### src/rtl/core/kwm_pkg.sv
// Shared types and constants for the k-way merge by date key.
// Holds the channel words, the record and pointer layouts, the operation and
// status codes and the command and status structs between controller and datapath.
package kwm_pkg;

	localparam int NUM_RUNS  = 64;
	localparam int RUN_DEPTH = 256;

	localparam int RUN_W     = $clog2(NUM_RUNS);
	localparam int DEPTH_W   = $clog2(RUN_DEPTH);
	localparam int PTR_W     = $clog2(RUN_DEPTH + 1);
	localparam int REC_AW    = RUN_W + DEPTH_W;
	localparam int REC_DEPTH = NUM_RUNS * RUN_DEPTH;

	localparam int CHECK_MOD = 167;

	localparam logic [1:0] OP_LOAD  = 2'd0;
	localparam logic [1:0] OP_POP   = 2'd1;
	localparam logic [1:0] OP_CLEAR = 2'd2;

	localparam logic [2:0] ST_LOADED   = 3'd0;
	localparam logic [2:0] ST_POPPED   = 3'd1;
	localparam logic [2:0] ST_EMPTY    = 3'd2;
	localparam logic [2:0] ST_OVERFLOW = 3'd3;
	localparam logic [2:0] ST_CLEARED  = 3'd4;

	typedef struct packed {
		logic [1:0]  operation;
		logic [5:0]  run_index;
		logic [53:0] date_key;
		logic [7:0]  check_value;
		logic [31:0] payload;
	} item_word_t;

	typedef struct packed {
		logic [2:0]  status;
		logic [5:0]  out_run;
		logic [53:0] out_key;
		logic [7:0]  out_check;
		logic [31:0] out_payload;
		logic [7:0]  check_sum;
		logic [14:0] emitted_count;
	} result_word_t;

	typedef struct packed {
		logic [53:0] key;
		logic [7:0]  check;
		logic [31:0] payload;
	} rec_t;

	typedef struct packed {
		logic [PTR_W-1:0] rp;
		logic [PTR_W-1:0] wp;
	} ptr_t;

	typedef struct packed {
		logic accept;
		logic scan_start;
		logic scan_issue;
		logic load_commit;
		logic pop_commit;
		logic clear;
	} cmd_t;

	typedef struct packed {
		logic out_free;
		logic scan_last;
	} sts_t;

endpackage

### src/rtl/core/kwm_ctrl.sv
// Controller state machine for the k-way merge by date key.
// Sequences load, pop scan and clear; depends on kwm_pkg for codes and the
// command and status structs.
module kwm_ctrl (
	input  logic          clk,
	input  logic          arst_n,
	input  logic          item_valid,
	input  logic [1:0]    operation,
	output logic          item_stall,
	output kwm_pkg::cmd_t cmd,
	input  kwm_pkg::sts_t sts
);

	typedef enum logic [2:0] {
		IDLE,
		LD_RD,
		LD_WR,
		SCAN,
		DRAIN1,
		DRAIN2,
		POP_FIN,
		CLR
	} state_t;

	state_t state_q;
	logic   accept;

	assign item_stall = (state_q != IDLE);
	assign accept     = item_valid && (state_q == IDLE);

	always_comb begin
		cmd             = '0;
		cmd.accept      = accept;
		cmd.scan_start  = accept && (operation == kwm_pkg::OP_POP);
		cmd.scan_issue  = (state_q == SCAN);
		cmd.load_commit = (state_q == LD_WR);
		cmd.pop_commit  = (state_q == POP_FIN);
		cmd.clear       = (state_q == CLR) && sts.out_free;
	end

	always_ff @(posedge clk or negedge arst_n) begin
		if (!arst_n) begin
			state_q <= IDLE;
		end else begin
			unique case (state_q)
				IDLE: begin
					if (accept) begin
						priority if (operation == kwm_pkg::OP_LOAD) begin
							state_q <= LD_RD;
						end else if (operation == kwm_pkg::OP_POP) begin
							state_q <= SCAN;
						end else if (operation == kwm_pkg::OP_CLEAR) begin
							state_q <= CLR;
						end else begin
							state_q <= IDLE;
						end
					end
				end
				LD_RD: begin
					if (sts.out_free) begin
						state_q <= LD_WR;
					end
				end
				LD_WR: begin
					state_q <= IDLE;
				end
				SCAN: begin
					if (sts.scan_last) begin
						state_q <= DRAIN1;
					end
				end
				DRAIN1: begin
					state_q <= DRAIN2;
				end
				DRAIN2: begin
					if (sts.out_free) begin
						state_q <= POP_FIN;
					end
				end
				POP_FIN: begin
					state_q <= IDLE;
				end
				CLR: begin
					if (sts.out_free) begin
						state_q <= IDLE;
					end
				end
				default: begin
					state_q <= IDLE;
				end
			endcase
		end
	end

	ap_scan_leaves: assert property (@(posedge clk) disable iff (!arst_n)
		(state_q == SCAN) && sts.scan_last |=> (state_q == DRAIN1))
		else $error("scan did not drain after its last run");

	ap_commit_free: assert property (@(posedge clk) disable iff (!arst_n)
		(cmd.load_commit || cmd.pop_commit || cmd.clear) |-> sts.out_free)
		else $error("result produced while the output register is occupied");

	ap_busy_stalls: assert property (@(posedge clk) disable iff (!arst_n)
		cmd.accept && (operation == kwm_pkg::OP_LOAD || operation == kwm_pkg::OP_POP
			|| operation == kwm_pkg::OP_CLEAR) |=> item_stall)
		else $error("controller left idle without stalling the input");

endmodule

### config.mk
export PLATFORM = sky130hd
export DESIGN_NAME = kwm_ctrl
export DESIGN_NICKNAME = d
export VERILOG_FILES = /design/src/rtl/core/kwm_pkg.sv /design/src/rtl/core/kwm_ctrl.sv
export SDC_FILE = /design/constraint.sdc
export NUM_CORES = 1
export LEC_CHECK = 0
export BUFFER_PORTS_ARGS = -buffer_cell sky130_fd_sc_hd__buf_4
export CAP_MARGIN = 20
export CORE_AREA = 5 5 42 44
export CTS_BUF_LIST = sky130_fd_sc_hd__clkbuf_8
export DETAILED_ROUTE_END_ITERATION = 10
export DIE_AREA = 0 0 47 49
export HOLD_SLACK_MARGIN = 0.02
export PLACE_DENSITY_LB_ADDON = 0.05
export SKIP_LAST_GASP = 1
export SLEW_MARGIN = 15
export SYNTH_ARGS = -nofsm -noshare
export SYNTH_HDL_FRONTEND = slang
export SYNTH_SLANG_ARGS = --single-unit
### constraint.sdc
create_clock -name clk -period 3.37 [get_ports clk]
set_clock_uncertainty 0.1 [all_clocks]
set_input_delay 0 -clock clk [delete_from_list [all_inputs] [get_ports clk]]
set_output_delay 0 -clock clk [all_outputs]
set_load 0.005 [all_outputs]
* After elaboration in Yosys (flattened, before gate mapping)
Cells that the tools add are included.
Word-level totals: register bits after elaboration 3, input port bits 7, output and inout port bits 7, logic and storage cells 32
Operators by class: equal/unequal tests 14, multiplexer cells 9, reductions and logical operators 8
Operators with widths (number):
- 2-to-1 mux 3 bit | 8
- one-hot mux 3 bit (7 select lines) | 1
- == test 3 bit, second input constant | 4
- != test 2 bit, second input constant | 4
- == test 3 x 2 -> 1 bit, second input constant | 2
- AND reduction 5 bit | 1
- == test 3 x 1 -> 1 bit, second input constant | 1
- logical AND 1 bit | 3
- logical NOT 3 bit | 1
- nonzero test 3 bit | 1
- == test 2 x 1 -> 1 bit, second input constant | 1
- == test 2 bit, second input constant | 1
- logical NOT 2 bit | 1
- != test 2 x 1 -> 1 bit, second input constant | 1
- OR reduction 2 bit | 1

* Longest topological paths before layout
word-level depth 6, mapped depth 5, depth with buffers taken out 5

* Least setup slack after synthesis
No wires, ideal clock.
path type register to register, start point register state_q[1], end point register state_q[1], setup time 0.132 ns, arrival 1.148 ns, data required time 3.138 ns, setup slack 1.990 ns, cell stages (with the launch flop) 6, buffers on the path 1, clock period less this slack 1.380 ns, cell sequence dfrtp_1 buf_6 nor4_2 nor4_4 o211ai_1 o21ai_0
Between the ends: longest elaborated chain between the ends 4, elaborated cells on any way between the ends 17, those cells by class eq/ne (12); mux (1); reduce/logical (4)
Ends and longest elaborated chain:
- from (decl) | line kwm_ctrl.sv:25 | state_t state_q;
- from (signal assigned) | line kwm_ctrl.sv:43 | state_q <= IDLE;
- from (signal assigned) | line kwm_ctrl.sv:49 | state_q <= LD_RD;
- from (signal assigned) | line kwm_ctrl.sv:51 | state_q <= SCAN;
- logical NOT 3 bit | line kwm_ctrl.sv:29, kwm_ctrl.sv:45
- logical AND 1 bit | line kwm_ctrl.sv:29 | assign accept = item_valid && (state_q == IDLE);
- != test 2 bit (no line)
- AND reduction 5 bit (no line)
Several ways; a longest one is shown, not always the timed one. A chain may end at the register's enable or synchronous reset.

* Worst setup path in the final report
start point register state_q[0], end point register state_q[1]
Same word-level chain as after synthesis.

==> out/qor.yml <==
clock_tree:
  cts_buffers: 3
  insertion_delay_ns: 0.22
  clk_transition_reported_paths_ns: 0.03
  cts.sinks: 3
  post_cts.repair.setup_buffers: 0
  hold_buffers: 3
  cts-root-buf: "clkbuf_8"
  cts_resized: 0
  clockBufferDepth: 2
  cts_tree: "built"
  cts_max_level: 1
place:
  place.gp.congestion: 0.6832
  preCtsSetupSlack_ns: 1.891
  hpwl_um: 600.9
  place_inst: 64
  io_buffers: 13
synth:
  ys_warn_count: 0
  synth_area_leaders: "dfrtp_1 (23%), ha_1 (11%), buf_6 (6.8%), nor4_4 (6.5%), inv_1 (4.6%)"
  ys_seq_area_share_pct: 22.81
  netlist_area_um2: 329.1
  synth-xor-area-share_pct: 0
  synth_top_area_share_pct: 22.81
  synthArstFlopShare_pct: 100.0
  synth_top_area_cell: "dfrtp_1"
  muxShareOfSynthArea_pct: 0
  avgSynthCellArea_um2: 8.438
  synth_top_family_by_area: "simple AND/OR/NAND/NOR gates"
  synth_edf_count: 0
  synth-simple-area-share_pct: 34.98
  syn_inst: 39
  synth-seq-cells: 3
  synth-compound-area-share_pct: 13.31
  synth_fa_ha_area_share_pct: 11.41
  syn_nets: 49
  ys_types: 22
  synth_ff_type: "dfrtp_1"
cells_and_area:
  most-common-layout-cells: "buf_4 (13), inv_1 (5), nor2_1 (4)"
  largest_register_ffs: 3
  final_common_cell: "buf_4"
  layout-drive-gt1-share_pct: 40.00
  syn2layout_area_growth_pct: 47.91
  largest_register: "state_q"
  diodes: 0
  layout.cells.non_filler: 71
  fin_nets: 66
  top_regs: "state_q x3"
sta:
  slew_viol_final: 0
  tns_ns: 0
  slew_headroom_pct: 72.80
  fin_crit_sh_pct: 44.94
  rsz0062_at_grt: "no"
  worst_pin_slew_ns: 0.4047
  hold_viol_final: 0
  holdWs_ns: 0.1746
  max_freq_ghz: 0.6603
  setup_viol: 0
  fin_ws_ns: 1.855
  finalCriticalPeriod_ns: 1.515
power_and_ir_drop:
  finalPower_uw: 373.6
  total_leakage_power_nw: 0.2459
  cellPowerDensity_nw_per_um2: 767.6
  irDropWorstVdd_v: 0.0002401
critical_path:
  path_cells: "nor4_2 > nor4_4 > o211ai_1 > o21ai_0"
  cp_slowest_stage_delay_ns: 0.49
  arrival_ns: 1.50
  regToRegEndpoint: "state_q[1]"
  reg2regPathDepth: 4
  path_max_fanout: 11
  regToRegSetupSlack_ns: 1.86
  r2r_start: "state_q[0]"
  critPathKind: "reg2reg"
  cp.required_ns: 3.35
  start_kind: "flip-flop"
  crit_slowest_cell: "dfrtp_1"
  crit_path_end_kind: "flip-flop"
floorplanning:
  die_w_um: 47
  ios: 14
  initial_core_util_pct: 23.48
  die_area_um2: 2303
  core_um2: 1401
  row_count: 14
  die_h_um: 49
global_route:
  grtUsageTotal_pct: 8.163
  grt_pass1_vias: 294
  antenna_found_initial: 0
  grt_overflow_total: 0
  grt_max_degree: 12
  grt_pass1_wl_um: 1311
hold_path:
  whs_endpoint: "state_q[2]"
  worstHoldPathType: "in2reg"
  min_from: "sts[1]"
  worstHoldPathCells: 3
detailed_routing:
  wl_um: 805
  first_iter_violations: 1
  drc: 0
  vias: 310
  dr.pass1.iters: 2
  viasPerCell: 4.366
  wl_per_cell_um: 11.34
  ant_nets: 0
run_status:
  status: "finished, final reports clean"
run:
  cap_viol_max_count: 0
critical path: cells and delay by family (launching register included):
kind / cells / cell delay (ns)
AO/OA/AOI/OAI: 2 / 0.23
flip-flops: 1 / 0.49
AND/OR/NAND/NOR: 2 / 0.56
final cells by class:
cell class | instances | area [µm²]
fillers | 154 | 914.6
well taps | 16 | 20.02
inverters | 6 | 22.52
repair buffers | 16 | 127.6
flip-flops and latches | 3 | 75.07
multi-input cells | 26 | 196.4
clock buffers | 3 | 41.29
clock inverters | 1 | 3.754
synthesized netlist by cell type, drive strengths merged (2+ instances only):
| cell type | count |
|---|---|
| ha | 3 |
| dfrtp | 3 |
| inv | 6 |
| buf | 4 |
| a21oi | 2 |
| o211ai | 2 |
| nor3 | 2 |
| nor2 | 4 |
| nand2 | 3 |
| nor4 | 2 |
per-stage QoR:
step | util [%] | cell area (µm²)
finish | 34.73 | 486.7
global route | 34.73 | 486.7
CTS | 34.73 | 486.7
detailed placement | 29.38 | 411.6
global placement | 29.38 | 411.6
floorplan | - | 329.1
worst max-delay path by stage:
stage	startpoint	endpoint	slack [ns]	cells past startpoint
global placement	state_q[0]	state_q[1]	1.94	4
floorplan	state_q[1]	state_q[1]	1.99	5
CTS	state_q[0]	state_q[1]	1.86	4
detailed placement	state_q[0]	state_q[1]	1.89	4
global route	state_q[0]	state_q[1]	1.76	4
finish	state_q[0]	state_q[1]	1.86	4
routing by layer:
| metal | vias up | track usage, % | part of all wire, % |
|---|---|---|---|
| li1 | 163 | - | - |
| met1 | 137 | 9.211 | 40 |
| met2 | 10 | 11.76 | 50 |
| met3 | 0 | 4.797 | 9.4 |
| met4 | 0 | 4.147 | 0 |
| met5 | - | 0 | 0 |
where the power goes:
group	switching (mW)	internal, mW
Combinational	0.0744	0.0961
Sequential	0.0462	0.0542
Clock	0.0251	0.0777
Total	0.146	0.228
kinds of logic after synthesis:
logic type      Yosys count
flops                     3
simple gates             16
fa+ha+maj                 3
buf+inv                  10
compound gates            7
(Power assumes the default switching activity.)
